File: src/manchester_segment_transmitter_top_assert.svh
// Assertion macros for the segment transmitter.
// Each use stands on a line of its own after the logic it checks.
`ifndef MANCHESTER_SEGMENT_TRANSMITTER_TOP_ASSERT_SVH
`define MANCHESTER_SEGMENT_TRANSMITTER_TOP_ASSERT_SVH

// Check a property on every clock edge outside reset.
`define MST_ASSERT(lbl, prop, msg) \
    lbl: assert property (@(posedge clk) disable iff (!rst_n) prop) else $error(msg);

// Check a property on every clock edge, reset included.
`define MST_ASSERT_ALWAYS(lbl, prop, msg) \
    lbl: assert property (@(posedge clk) prop) else $error(msg);

`endif

File: src/mst_pkg.sv
// ----------------------------------------------------------------------------
// mst_pkg
// Shared types and constants of the Manchester segment transmitter.
// ----------------------------------------------------------------------------
`default_nettype none

package mst_pkg;

    localparam int NumRegs = 8;
    localparam int RegW    = 16;
    localparam int CfgIdxW = 3;

    // Register indexes
    localparam logic [CfgIdxW-1:0] REG_MARK      = 3'd0;
    localparam logic [CfgIdxW-1:0] REG_SPACE     = 3'd1;
    localparam logic [CfgIdxW-1:0] REG_PAD       = 3'd2;
    localparam logic [CfgIdxW-1:0] REG_PRE       = 3'd3;
    localparam logic [CfgIdxW-1:0] REG_SYNC_HIGH = 3'd4;
    localparam logic [CfgIdxW-1:0] REG_SYNC_GAP  = 3'd5;
    localparam logic [CfgIdxW-1:0] REG_TAIL_LOW  = 3'd6;
    localparam logic [CfgIdxW-1:0] REG_TAIL_HIGH = 3'd7;

    // Operation codes
    localparam logic [1:0] OP_START = 2'd0;
    localparam logic [1:0] OP_DATA  = 2'd1;
    localparam logic [1:0] OP_STOP  = 2'd2;

    typedef struct packed {
        logic [1:0] operation;
        logic [7:0] data_byte;
    } in_t;

    typedef struct packed {
        logic            line_level;
        logic [RegW-1:0] duration;
        logic            last;
    } out_t;

    // Duration request from the sequencer to the timing register file
    typedef struct packed {
        logic               hold;
        logic [CfgIdxW-1:0] sel;
    } seg_req_t;

    function automatic logic [RegW-1:0] reg_reset_val(input logic [CfgIdxW-1:0] idx);
        logic [RegW-1:0] v;
        case (idx)
            REG_MARK:      v = 16'd50;
            REG_SPACE:     v = 16'd110;
            REG_PAD:       v = 16'd100;
            REG_PRE:       v = 16'd66;
            REG_SYNC_HIGH: v = 16'd2000;
            REG_SYNC_GAP:  v = 16'd400;
            REG_TAIL_LOW:  v = 16'd120;
            REG_TAIL_HIGH: v = 16'd60;
            default:       v = 16'd1;
        endcase
        return v;
    endfunction

endpackage

`default_nettype wire

File: src/mst_regs.sv
// ----------------------------------------------------------------------------
// mst_regs
// Timing register file with one read port that yields the segment duration.
// ----------------------------------------------------------------------------
`default_nettype none

module mst_regs (
    input  wire logic                         clk,
    input  wire logic                         rst_n,
    input  wire logic                         cfg_we,
    input  wire logic [mst_pkg::CfgIdxW-1:0]  cfg_index,
    input  wire logic [mst_pkg::RegW-1:0]     cfg_data,
    input  wire mst_pkg::seg_req_t            req,
    output logic      [mst_pkg::RegW-1:0]     duration
);

    logic [mst_pkg::RegW-1:0] regs_reg [mst_pkg::NumRegs];
    logic [mst_pkg::RegW-1:0] picked;

    always_ff @(posedge clk or negedge rst_n)
    begin
        if (!rst_n)
        begin
            for (int i = 0; i < mst_pkg::NumRegs; i++)
            begin
                regs_reg[i] <= mst_pkg::reg_reset_val(mst_pkg::CfgIdxW'(i));
            end
        end
        else if (cfg_we)
        begin
            regs_reg[cfg_index] <= cfg_data;
        end
    end

    // A zero count reads as one so a timed segment never turns into a hold
    always_comb
    begin
        picked = regs_reg[req.sel];
        if (req.hold)
            duration = '0;
        else if (picked == '0)
            duration = mst_pkg::RegW'(1);
        else
            duration = picked;
    end

endmodule

`default_nettype wire

File: src/manchester_segment_transmitter_top.sv
// ----------------------------------------------------------------------------
// manchester_segment_transmitter_top
// Turns start, data byte and stop commands into timed line segments.
// ----------------------------------------------------------------------------
// Usage:
//   Input channel in_valid/in_stall/in_data carries one command per beat.
//   Output channel out_valid/out_stall/out_data carries one segment per beat
//   (level, duration in delay units, last on the final segment of a command).
//   The block takes one command, then holds in_stall high while its sequencer
//   walks the segments, one segment per cycle into the output register.
//   Start gives 11 segments, a data byte 16 to 24, stop 2 or 3; unused
//   operation code 3 gives none. The first segment reaches out_valid through
//   the sequencer state register and then the output register; the input
//   stays stalled until the sequencer has emitted the last segment of a
//   command. The sequencer advances only when the output register is free
//   or being taken, so a stalled receiver freezes the sequence with no loss.
//   Timing registers are written through cfg_we/cfg_index/cfg_data; the user
//   must write them only while idle; the block itself does not enforce it.
//   Reset loads the default timing counts, drops the line level to low and
//   empties the output register.
// ----------------------------------------------------------------------------
`default_nettype none

module manchester_segment_transmitter_top (
    input  wire logic                         clk,
    input  wire logic                         rst_n,
    input  wire logic                         in_valid,
    output logic                              in_stall,
    input  wire mst_pkg::in_t                 in_data,
    output logic                              out_valid,
    input  wire logic                         out_stall,
    output mst_pkg::out_t                     out_data,
    input  wire logic                         cfg_we,
    input  wire logic [mst_pkg::CfgIdxW-1:0]  cfg_index,
    input  wire logic [mst_pkg::RegW-1:0]     cfg_data
);

    `include "manchester_segment_transmitter_top_assert.svh"

    localparam logic [1:0] ST_IDLE  = 2'd0;
    localparam logic [1:0] ST_START = 2'd1;
    localparam logic [1:0] ST_DATA  = 2'd2;
    localparam logic [1:0] ST_STOP  = 2'd3;

    localparam logic [3:0] START_LAST = 4'd10;

    localparam logic [1:0] PH_PAD    = 2'd0;
    localparam logic [1:0] PH_FIRST  = 2'd1;
    localparam logic [1:0] PH_SECOND = 2'd2;

    logic [1:0]  state_reg, state_next;
    logic [3:0]  step_reg, step_next;
    logic [2:0]  bit_reg, bit_next;
    logic [1:0]  phase_reg, phase_next;
    logic [7:0]  byte_reg, byte_next;
    logic        lvl_reg, lvl_next;
    logic        out_valid_reg, out_valid_next;
    mst_pkg::out_t out_reg, out_next;

    logic                     in_fire;
    logic                     out_fire;
    logic                     emit;
    logic                     bit_val;
    logic                     seg_level;
    logic                     seg_last;
    mst_pkg::seg_req_t        seg_req;
    logic [mst_pkg::RegW-1:0] seg_duration;

    mst_regs u_regs (
        .clk       (clk),
        .rst_n     (rst_n),
        .cfg_we    (cfg_we),
        .cfg_index (cfg_index),
        .cfg_data  (cfg_data),
        .req       (seg_req),
        .duration  (seg_duration)
    );

    assign in_stall  = (state_reg != ST_IDLE);
    assign in_fire   = in_valid && !in_stall;
    assign out_valid = out_valid_reg;
    assign out_data  = out_reg;
    assign out_fire  = out_valid_reg && !out_stall;
    assign emit      = (state_reg != ST_IDLE) && (!out_valid_reg || !out_stall);
    assign bit_val   = byte_reg[bit_reg];

    // Sequencer: pick the segment for this cycle and advance
    always_comb
    begin
        state_next   = state_reg;
        step_next    = step_reg;
        bit_next     = bit_reg;
        phase_next   = phase_reg;
        byte_next    = byte_reg;
        seg_level    = 1'b0;
        seg_last     = 1'b0;
        seg_req.hold = 1'b0;
        seg_req.sel  = mst_pkg::REG_MARK;

        case (state_reg)
            ST_IDLE:
            begin
                if (in_fire)
                begin
                    step_next  = '0;
                    bit_next   = '0;
                    phase_next = PH_PAD;
                    byte_next  = in_data.data_byte;
                    case (in_data.operation)
                        mst_pkg::OP_START: state_next = ST_START;
                        mst_pkg::OP_DATA:  state_next = ST_DATA;
                        mst_pkg::OP_STOP:  state_next = ST_STOP;
                        default:           state_next = ST_IDLE;
                    endcase
                end
            end
            ST_START:
            begin
                case (step_reg)
                    4'd6:
                    begin
                        seg_level   = 1'b1;
                        seg_req.sel = mst_pkg::REG_SYNC_HIGH;
                    end
                    4'd7:
                    begin
                        seg_level   = 1'b0;
                        seg_req.sel = mst_pkg::REG_SYNC_GAP;
                    end
                    4'd8:
                    begin
                        seg_level   = 1'b1;
                        seg_req.sel = mst_pkg::REG_SYNC_GAP;
                    end
                    4'd9:
                    begin
                        seg_level   = 1'b0;
                        seg_req.sel = mst_pkg::REG_TAIL_LOW;
                    end
                    START_LAST:
                    begin
                        seg_level   = 1'b1;
                        seg_req.sel = mst_pkg::REG_TAIL_HIGH;
                        seg_last    = 1'b1;
                    end
                    default:
                    begin
                        // preamble: high on even steps, low on odd
                        seg_level   = !step_reg[0];
                        seg_req.sel = mst_pkg::REG_PRE;
                    end
                endcase
                if (emit)
                begin
                    step_next = step_reg + 4'd1;
                    if (seg_last)
                        state_next = ST_IDLE;
                end
            end
            ST_DATA:
            begin
                seg_level = bit_val;
                case (phase_reg)
                    PH_PAD:
                    begin
                        if (lvl_reg == bit_val)
                        begin
                            seg_req.sel = mst_pkg::REG_PAD;
                            if (emit)
                                phase_next = PH_FIRST;
                        end
                        else
                        begin
                            seg_req.sel = bit_val ? mst_pkg::REG_MARK : mst_pkg::REG_SPACE;
                            if (emit)
                                phase_next = PH_SECOND;
                        end
                    end
                    PH_FIRST:
                    begin
                        seg_req.sel = bit_val ? mst_pkg::REG_MARK : mst_pkg::REG_SPACE;
                        if (emit)
                            phase_next = PH_SECOND;
                    end
                    default:
                    begin
                        seg_level   = !bit_val;
                        seg_req.sel = bit_val ? mst_pkg::REG_SPACE : mst_pkg::REG_MARK;
                        seg_last    = (bit_reg == 3'd7);
                        if (emit)
                        begin
                            phase_next = PH_PAD;
                            bit_next   = bit_reg + 3'd1;
                            if (seg_last)
                                state_next = ST_IDLE;
                        end
                    end
                endcase
            end
            default:
            begin
                // stop: from low a mark, from high space then mark, then held low
                case (step_reg)
                    4'd0:
                    begin
                        if (!lvl_reg)
                        begin
                            seg_level   = 1'b1;
                            seg_req.sel = mst_pkg::REG_MARK;
                            if (emit)
                                step_next = 4'd2;
                        end
                        else
                        begin
                            seg_level   = 1'b0;
                            seg_req.sel = mst_pkg::REG_SPACE;
                            if (emit)
                                step_next = 4'd1;
                        end
                    end
                    4'd1:
                    begin
                        seg_level   = 1'b1;
                        seg_req.sel = mst_pkg::REG_MARK;
                        if (emit)
                            step_next = 4'd2;
                    end
                    default:
                    begin
                        seg_level    = 1'b0;
                        seg_req.hold = 1'b1;
                        seg_last     = 1'b1;
                        if (emit)
                            state_next = ST_IDLE;
                    end
                endcase
            end
        endcase
    end

    // Output register and line level
    always_comb
    begin
        out_valid_next = out_valid_reg;
        out_next       = out_reg;
        lvl_next       = lvl_reg;
        if (out_fire)
            out_valid_next = 1'b0;
        if (emit)
        begin
            out_valid_next      = 1'b1;
            out_next.line_level = seg_level;
            out_next.duration   = seg_duration;
            out_next.last       = seg_last;
            lvl_next            = seg_level;
        end
    end

    always_ff @(posedge clk or negedge rst_n)
    begin
        if (!rst_n)
        begin
            state_reg     <= ST_IDLE;
            step_reg      <= '0;
            bit_reg       <= '0;
            phase_reg     <= PH_PAD;
            lvl_reg       <= 1'b0;
            out_valid_reg <= 1'b0;
        end
        else
        begin
            state_reg     <= state_next;
            step_reg      <= step_next;
            bit_reg       <= bit_next;
            phase_reg     <= phase_next;
            lvl_reg       <= lvl_next;
            out_valid_reg <= out_valid_next;
        end
    end

    always_ff @(posedge clk)
    begin
        byte_reg <= byte_next;
        out_reg  <= out_next;
    end

    `MST_ASSERT(a_hold_is_last, out_valid_reg && (out_reg.duration == '0) |-> out_reg.last, "hold segment without last")
    `MST_ASSERT(a_last_ends_cmd, emit && seg_last |=> (state_reg == ST_IDLE), "sequencer busy after last segment")
    `MST_ASSERT(a_start_leaves_high, emit && seg_last && (state_reg == ST_START) |=> lvl_reg, "start did not leave line high")
    `MST_ASSERT_ALWAYS(a_stop_leaves_low, rst_n && emit && seg_last && (state_reg == ST_STOP) |=> !lvl_reg, "stop did not leave line low")

endmodule

`default_nettype wire

File: config.mk
export PLATFORM = sky130hd
export DESIGN_NAME = manchester_segment_transmitter_top
export DESIGN_NICKNAME = d
export VERILOG_FILES = /design/src/mst_pkg.sv /design/src/mst_regs.sv /design/src/manchester_segment_transmitter_top.sv
export VERILOG_INCLUDE_DIRS = /design/src /design/src/src
export SDC_FILE = /design/constraint.sdc
export NUM_CORES = 1
export LEC_CHECK = 0
export ABC_AREA = 1
export BUFFER_PORTS_ARGS = -buffer_cell sky130_fd_sc_hd__buf_2
export CORE_UTILIZATION = 60
export CTS_CLUSTER_SIZE = 10
export DETAILED_ROUTE_END_ITERATION = 6
export HOLD_SLACK_MARGIN = 0.05
export PLACE_DENSITY = 0.78
export SLEW_MARGIN = 25
export SYNTH_ARGS = -nofsm -noshare
export SYNTH_HDL_FRONTEND = slang
export SYNTH_SLANG_ARGS = --single-unit
export TNS_END_PERCENT = 20
File: constraint.sdc
create_clock -name clk -period 5.3 [get_ports clk]
set_input_delay 1.06 -clock clk [delete_from_list [all_inputs] [get_ports clk]]
set_output_delay 1.06 -clock clk [all_outputs]
set_load 0.005 [all_outputs]
==> flow_summary.yaml, run 1 <==
logic_synthesis:
  synth_area_leaders: "dfrtp_1 33%, nand2_1 14%, dfstp_2 9.2%"
  synth-simple-area-share_pct: 27.1
  syn_nets: 1125
  synth_xor_area_share_pct: 0
  yosys_register_bits: 167
  yosysTopAreaCell: "dfrtp_1"
  ys_warn_count: 0
  ys_types: 36
  avgSynthCellArea_sq_um: 7.89
  synth_fa_ha_area_share_pct: 1.32
  synth_top_family_by_area: "simple AND/OR/NAND/NOR gates"
  synth_area_sq_um: 8530
  synth_compound_area_share_pct: 9.90
  synth_top_cell_area_share_pct: 32.6
  synth.yosys.seq_area_share_pct: 50.9
  muxShareOfSynthArea_pct: 0
  synth_cells: 1082
pwr:
  power_density_nw_per_um2: 553
  p_leak_uw: 0.00477
  ir_drop_mv: 0.318
clock_network:
  clk_pin_slew_ps: 60
  cts-root-buf: "clkbuf_16"
  cts_buffers: 17
  post-cts-setup-buffers: 0
  cts_resized: 0
  ctsHoldBuffers: 0
  htreeDepth: 4
  insertion_delay_ps: 430
  clock-sinks: 167
  tritoncts: "built"
  cts_buffer_depth: 2
worst_setup_path:
  cp.arrival_ps: 3730
  critPathSlowestCell: "dfrtp_1"
  crit_top_cell: "nand2_1"
  cp-end-kind: "register"
  start_kind: "register"
  crit_type: "register to register"
  critPathLaunch: "bit_reg[0]"
  crit_required_ps: 5480
  max_stage_delay_ps: 440
  worstPathCellList: "inv_2 -> nand2_1 -> nand3_1 -> nand3_1 -> nand2_1 -> ha_1 -> nand2_1 -> nor2_2 -> a21oi_2 -> buf_4 -> inv_2 -> nand3_1 -> nand2_1 -> nand2_1 -> nand2_1 -> nor2_1 -> nand2_1 -> nor2_1 -> nand2_2 -> nand2_4 -> nor2_1"
  critPathMaxFanout: 33
  rr_startpoint: "bit_reg[0]"
routing:
  routed_via_density: 5.40
  wl_per_cell_microns: 14.7
  drt_iter0_drc: 583
  drc: 0
  drtPass1Iterations: 5
  dr_total_vias: 7046
  drt-total-wl_microns: 19200
  antenna_left: 0
floorplan:
  die_h_microns: 121
  ios: 54
  die_area_sq_um: 14700
  die_w_microns: 121
  core_area_sq_um: 13900
  core.rowCount: 43
  start_util_pct: 61.5
sta:
  drv_slew: 0
  min_period_ps: 3550
  fmax_mhz: 281
  tightestPinTransition_ps: 842
  slew_headroom_pct: 43.8
  rsz0062_at_grt: "false"
  fin_crit_sh_pct: 67.0
  skew_ps: 8.41
  setup_viol: 0
  tns_ps: 0
  hold_viol_final: 0
  hold_ws_ps: 481
placement:
  placed_cell_area_sq_um: 8820
  gp_congestion: 0.918
  place_inst: 1272
  portBuffers: 53
  dp_hpwl_microns: 12100
global_routing:
  grt_use_total_pct: 28.6
  grt_max_degree: 107
  grt_first_pass_wirelength_microns: 32200
  grt_antenna_before_repair: 0
  grt_pass1_vias: 6678
  overflow: 0
finish:
  drive_above_1_share_pct: 13.8
  syn_to_final_growth_pct: 10.3
  final_cell_mix: "314 x nand2_1, 161 x inv_1, 140 x o21ai_0, 123 x nand3_1, 111 x dfrtp_1"
  design_area_sq_um: 9410
  fin_nets: 1154
  final_common_cell: "nand2_1"
  largest_register_ffs: 128
  layout.cells.non_filler: 1304
  post-route-util_pct: 67.8
  antenna_cells: 0
worst_hold_path:
  hold_start: "u_regs.regs_reg[69]"
  min_path_type: "register to register"
job:
  drv_cap: 0
outcome:
  status: "finished, final reports clean"
through the flow:
| step | setup slack, ps | power, uW |
|---|---|---|
| floorplan | 2620 | 3520 |
| global placement | 1880 | 3910 |
| detailed placement | 1810 | 3960 |
| CTS | 1800 | 5190 |
| global route | 1360 | 5620 |
| finish | 1750 | 5200 |
metal layers:
metal	vias to the layer above	share of wire (%)	GRT usage (%)
li1	3484	-	-
met1	3274	45	39.9
met2	247	46	44.1
met3	41	6.8	6.20
met4	0	2.2	10.6
met5	-	0	0
cell usage after synthesis:
cell type / number
o2111ai_1: 1
buf_4: 6
nand3_2: 1
clkbuf_1: 26
o21ai_0: 140
a2111o_1: 1
a21oi_2: 1
nor2_1: 28
a21boi_0: 1
edfxtp_1: 26
a22oi_1: 2
nand3b_1: 26
nand2_2: 3
nor4_1: 1
nand2_1: 319
ha_1: 9
o31ai_1: 1
a21oi_1: 8
o22ai_1: 1
dfstp_2: 30
nor3b_1: 1
buf_12: 1
nor2_4: 2
nand3_1: 123
inv_2: 6
inv_1: 161
nor2_2: 14
nand2_4: 2
nor3_1: 4
buf_1: 1
buf_6: 5
dfrtp_1: 111
buf_2: 14
o211ai_1: 2
a31oi_1: 3
o21ai_1: 1
critical path, delay by kind of cell, from the launching register on:
| family | cells | cell delay [ps] |
|---|---|---|
| AOI/OAI and AO/OA | 1 | 100 |
| and+or+nand+nor | 16 | 1620 |
| DFF | 1 | 440 |
| buffers and inverters | 3 | 840 |
| adders and majority gates | 1 | 280 |
path summary, 6_finish.rpt:
path | to | slack [ps] | cells after the start
hold reg to reg | u_regs.regs_reg[69] | 480 | 2
setup reg to reg | out_data[5] | 1750 | 21
min in group asynchronous | out_valid | 720 | 1
setup / recovery | out_data[5] | 1750 | 21
hold / removal | u_regs.regs_reg[69] | 480 | 2
max in group asynchronous | u_regs.regs_reg[57] | 3520 | 2
report_power, final:
part           internal [uW]  switching [uW]
Combinational            718            1410
Clock                    716             499
Sequential              1700             150
layout make-up:
cell class	instances	area (sq um)
Fill cell	1116	4470
Sequential cell	167	4350
Tap cell	180	225
Multi-Input combinational cell	695	3280
Clock buffer	19	454
Clock inverter	13	126
Inverter	167	627
Timing Repair Buffer	63	349
logic make-up (layout without fill, tap and decap cells):
family                   Yosys count  in the layout
AND/OR/NAND/NOR                  524            524
AO/OA/AOI/OAI                    162            162
adder cells (fa/ha/maj)            9              9
flip-flops                       167            167
buffers and inverters            220            262
Note: power is estimated with default switching activity, not from simulation.
==> inputs of run 2 (changes only) <==
CORE_UTILIZATION = 55   (was 60)
PLACE_DENSITY = 0.75   (was 0.78)
clock period = 3.18 ns   (was 5.3 ns; I/O delays follow)
==> run 2 against run 1 <==
Compared with the run above: first-iteration DRC count increased by 27%; combinational power increased by 120%; utilization decreased by 1.2 points; setup slack got worse by 1600 ps; register-to-register slack got worse by 1600 ps; die area increased by 8.9%; non-clock buffer count increased by 31.
==> flow_summary.yaml, run 2 (synthesized netlist as in run 1, its figures left out) <==
worst_setup_path:
  rr_startpoint: "bit_reg[0]"
  critPathMaxFanout: 8
  crit_required_ps: 3360
  crit_type: "register to register"
  start_kind: "register"
  cp-end-kind: "register"
  cp.arrival_ps: 3260
  critPathLaunch: "bit_reg[0]"
  crit_path_end: "out_data[2]"
  rr_endpoint: "out_data[2]"
  ff2ff_path_depth: 23
  rrSetupSlack_ps: 100
global_routing:
  grt_pass1_vias: 6509
  grt_util_met2_pct: 41.0
  grt_antenna_before_repair: 0
  met1_usage_pct: 36.8
  grtUsageMet3_pct: 5.44
  overflow: 0
  grt_max_degree: 65
  grt_use_total_pct: 26.6
  grt_first_pass_wirelength_microns: 32900
  grt_busiest_layer: "met2"
sta:
  drv_slew: 0
  tns_ps: 0
  hold_viol_final: 0
  setup_slack_ps: 99.1
  fmax_mhz: 325
  tightestPinTransition_ps: 664
  skew_ps: 8.28
  fin_crit_sh_pct: 96.9
  slew_headroom_pct: 55.7
  hold_ws_ps: 185
  setup_viol: 0
  min_period_ps: 3080
finish:
  post-route-util_pct: 66.6
  final_common_cell: "nand2_1"
  layout.cells.non_filler: 1344
  syn_to_final_growth_pct: 18.2
  largest_register_ffs: 128
  n_fill_cell: 1197
  drive_above_1_share_pct: 18.8
  fin_nets: 1186
  final_cell_mix: "304 x nand2_1, 161 x inv_1, 140 x o21ai_0, 113 x nand3_1, 109 x dfrtp_1"
  antenna_cells: 0
pwr:
  ir_drop_mv: 0.642
  combPwrFrac_pct: 48.1
  seq_power_share_pct: 31.1
  p_switching_uw: 3980
  p_int_uw: 5980
  p_leak_uw: 0.00507
  power_density_nw_per_um2: 987
  clockPowerShare_pct: 20.9
  switching_share_pct: 39.9
floorplan:
  core.rowCount: 45
  start_util_pct: 56.3
  core_area_sq_um: 15100
  die_area_sq_um: 16000
  die_h_microns: 127
  ios: 54
  die_w_microns: 127
job:
  drv_cap: 0
clock_network:
  htreeDepth: 4
  cts-root-buf: "clkbuf_16"
  ctsHoldBuffers: 0
  clock-sinks: 167
  clk_pin_slew_ps: 70
  cts_buffer_depth: 2
  insertion_delay_ps: 430
  tritoncts: "built"
  cts_buffers: 17
routing:
  routed_via_density: 5.52
  wl_per_cell_microns: 16.3
  drt_iter0_drc: 742
  dr_total_vias: 7417
  drt-total-wl_microns: 21900
  antenna_left: 0
  drc: 0
  drtPass1Iterations: 6
placement:
  dp_hpwl_microns: 12500
  place_inst: 1293
  gp_congestion: 0.843
  portBuffers: 53
  dp_slack_ps: 75.1
worst_hold_path:
  min_path_type: "input pin to async pin"
outcome:
  status: "finished, final reports clean"
## run 2: cell count changes in the layout (fill, tap and decap cells not counted), moves of 3 or more
cell / change
nand3_2: +10
inv_6: +3
buf_4: +10
clkinv_1: -4
inv_4: +4
nand3_1: -10
nand2_2: +8
buf_12: +9
nand2_8: +3
clkbuf_16: +7
nor2_1: -3
nand2_1: -10
buf_6: +5
## run 2: area by class of cell
class                      count  area (sq um)  share of cell area [%]
multi-input combinational    696          3430                    34.0
inverter                     167           632                    6.27
timing repair buffer          94           847                    8.40
sequential                   167          4350                    43.1
clock buffer                  20           447                    4.43
clock inverter                12           141                    1.40
tap                          188           235                    2.33
## run 2: worst min-delay path by stage
stage	start	slack, ps	cells past startpoint	to
floorplan	rst_n	340	0	bit_reg[0]
global placement	u_regs.regs_reg[37]	460	2	u_regs.regs_reg[37]
detailed placement	u_regs.regs_reg[73]	460	2	u_regs.regs_reg[73]
CTS	rst_n	200	1	u_regs.regs_reg[50]
global route	rst_n	230	1	u_regs.regs_reg[18]
finish	rst_n	190	1	u_regs.regs_reg[18]
## run 2: stage by stage
step | cell area, sq um | total power [uW]
after detailed placement | 9010 | 6890
after global routing | 10100 | 10600
final | 10100 | 9950
after CTS | 9600 | 8980
after floorplan | 8530 | 5860
after global placement | 9010 | 6820
## run 2: routing by layer
| layer | up-vias | share of wire (%) |
|---|---|---|
| li1 | 3552 | - |
| met1 | 3468 | 43 |
| met2 | 341 | 47 |
| met3 | 56 | 7.6 |
| met4 | 0 | 3.2 |
| met5 | - | 0 |
## run 2: timing repair
action                     in CTS  in global routing
setup endpoints to repair       0                 16
gates resized for setup         0                 42
setup buffers                   0                  6
## run 2: power by group through the flow
stage	sequential [uW]	combinational [uW]	clock, uW
CTS	3080	3810	2090
finish	3090	4780	2080
global route	3150	5270	2200
global placement	3100	3720	0
detailed placement	3110	3780	0
floorplan	3090	2770	0
## run 2: critical path: stages, from the launching register on
cell and delay [ps]:
dfrtp_2 460, inv_4 90, nand2_1 70, nand3_2 80, nand3_2 100, nand2_2 90, ha_2 190, nand3_2 90
nand3_2 80, nand2_2 70, nand2_4 130, buf_12 150, clkbuf_16 150, nand3b_1 70, nand3_1 90, nand2_1 60
nand2_1 70, nand2_2 90, nor2_1 120, nand2_1 90, nor2_2 170, nand2_4 120, nand2_8 110, nor2_1 60
==> inputs of run 3 (changes only) <==
CAP_MARGIN = 20   (was not set)
clock period = 2.65 ns   (was 3.18 ns; I/O delays follow)
==> run 3 against run 2 <==
Compared with the run above: the run now ends with negative setup slack left; via count rose by 2.0%; clock power rose by 13%; final cell count increased by 3.5%; setup slack worse by 410 ps; fmax is 3.9% higher; sequential power increased by 20%; largest cell class unchanged.
==> flow_summary.yaml, run 3 (synthesized netlist as in run 1, its figures left out) <==
sta:
  tightestPinTransition_ps: 497
  fmax_mhz: 337
  skew_ps: 9.34
  fin_crit_sh_pct: 112
  min_period_ps: 2970
  rsz0062_at_grt: "true"
  drv_slew: 0
  hold_viol_final: 0
  setup_slack_ps: -316
  setup_viol: 16
  slew_headroom_pct: 66.6
  hold_ws_ps: 44.0
floorplan:
  ios: 54
  die_h_microns: 127
  die_area_sq_um: 16000
  die_w_microns: 127
  start_util_pct: 56.3
  core.rowCount: 45
  core_area_sq_um: 15100
global_routing:
  grt_first_pass_wirelength_microns: 35900
  grt_antenna_before_repair: 0
  grt_pass1_vias: 7272
  overflow: 0
  grt_use_total_pct: 29.1
  grt_max_degree: 53
pwr:
  p_leak_uw: 0.00532
  ir_drop_mv: 0.583
  total_power_uw: 12600
  power_density_nw_per_um2: 1190
outcome:
  status: "complete, but fails checks"
  violations: "negative setup slack"
finish:
  final_common_cell: "nand2_1"
  antenna_cells: 0
  multi_input_area_sq_um: 3550
  n_fill_cell: 1168
  largest_register_ffs: 128
  design_area_sq_um: 10500
  post-route-util_pct: 69.6
  drive_above_1_share_pct: 23.4
  regArea_sq_um: 4350
  fin_nets: 1233
  final_cell_mix: "298 x nand2_1, 158 x inv_1, 140 x o21ai_0, 112 x nand3_1, 108 x dfrtp_1"
  syn_to_final_growth_pct: 23.6
routing:
  wl_per_cell_microns: 15.8
  drc: 0
  dr_total_vias: 7563
  antenna_left: 0
  drt-total-wl_microns: 22000
  drt_iter0_drc: 608
  drtPass1Iterations: 5
  routed_via_density: 5.44
clock_network:
  tritoncts: "built"
  clk_pin_slew_ps: 70
  cts_buffer_depth: 2
  ctsHoldBuffers: 0
  cts_buffers: 17
  cts-root-buf: "clkbuf_16"
  clock-sinks: 167
  insertion_delay_ps: 430
  htreeDepth: 4
worst_setup_path:
  crit_top_cell: "nand2_1"
  cp-end-kind: "register"
  crit_type: "register to register"
  start_kind: "register"
  crit_family: "simple AND/OR/NAND/NOR gates"
  max_stage_delay_ps: 460
  cp.arrival_ps: 3150
  critPathMaxFanout: 8
  cp_num_buf_inv: 3
  critPathSlowestCell: "dfrtp_2"
  worstPathCellList: "inv_4 -> nand2_1 -> nand3_2 -> nand3_4 -> nand2_4 -> ha_4 -> nand2_4 -> nor2_4 -> a21oi_4 -> inv_4 -> bufbuf_16 -> nand3_1 -> nand2_1 -> nand2_1 -> nand2_2 -> nor2_2 -> nand2_1 -> nor2_2 -> nand2_4 -> nand2_8 -> nor2_1"
  crit_required_ps: 2840
worst_hold_path:
  min_path_type: "input pin to async pin"
placement:
  dp_slack_ps: -295
  placed_cell_area_sq_um: 9360
  portBuffers: 53
  gp_congestion: 0.863
  dp_hpwl_microns: 12900
job:
  drv_cap: 0
-- run 3: cell types whose count changed in the layout (fill, tap and decap cells not counted), moves of 4 or more --
cell,change
buf_4,+45
nor2_1,-4
nand2_1,-6
clkbuf_16,-6
buf_16,+4
nand2_4,+4
-- run 3: power breakdown --
part | switching, uW | internal (uW) | leakage [uW] | total [uW]
Sequential | 308 | 3410 | 0.00195 | 3720
Combinational | 3600 | 2930 | 0.00310 | 6530
Clock | 1100 | 1250 | 0.000273 | 2350
Total | 5000 | 7590 | 0.00532 | 12600
-- run 3: final timing paths --
check | endpoint | startpoint | slack [ps] | cells past startpoint
max in group asynchronous | u_regs.regs_reg[19] | rst_n | 1840 | 2
hold / removal | u_regs.regs_reg[6] | rst_n | 40 | 1
setup reg to reg | out_data[5] | bit_reg[0] | -320 | 21
setup / recovery | out_data[5] | bit_reg[0] | -320 | 21
hold reg to reg | u_regs.regs_reg[44] | u_regs.regs_reg[44] | 480 | 2
min in group clk | byte_reg[7] | in_data[7] | 270 | 1
-- run 3: per-layer routing --
metal / wire, microns / global-route usage [%] / part of all wire, %
met1: 9280 / 38.2 / 42
met2: 10600 / 47.4 / 48
met3: 1620 / 6.28 / 7.4
met4: 555 / 11.3 / 2.5
met5: 0 / 0 / 0
-- run 3: repair_timing --
| item | CTS | global route |
|---|---|---|
| endpoints found under the setup margin | 16 | 16 |
| gates resized for setup | 41 | 36 |
| pin swaps | 16 | 19 |
| buffers inserted | 14 | 1 |
| gates cloned | 7 | 2 |
-- run 3: per-stage QoR --
| stage | setup TNS, ps | instances |
|---|---|---|
| global route | -7510 | 1391 |
| detailed placement | -4190 | 1336 |
| floorplan | 0 | 1082 |
| global placement | -3570 | 1336 |
| finish | -4770 | 1391 |
| CTS | -3630 | 1389 |
-- run 3: final cells by class --
cell class                 instances  share of cell area [%]
clock buffer                      19                    4.20
tap                              188                    2.23
timing repair buffer             141                    11.6
inverter                         167                    5.99
multi-input combinational        696                    33.6
clock inverter                    13                    1.06
sequential                       167                    41.2
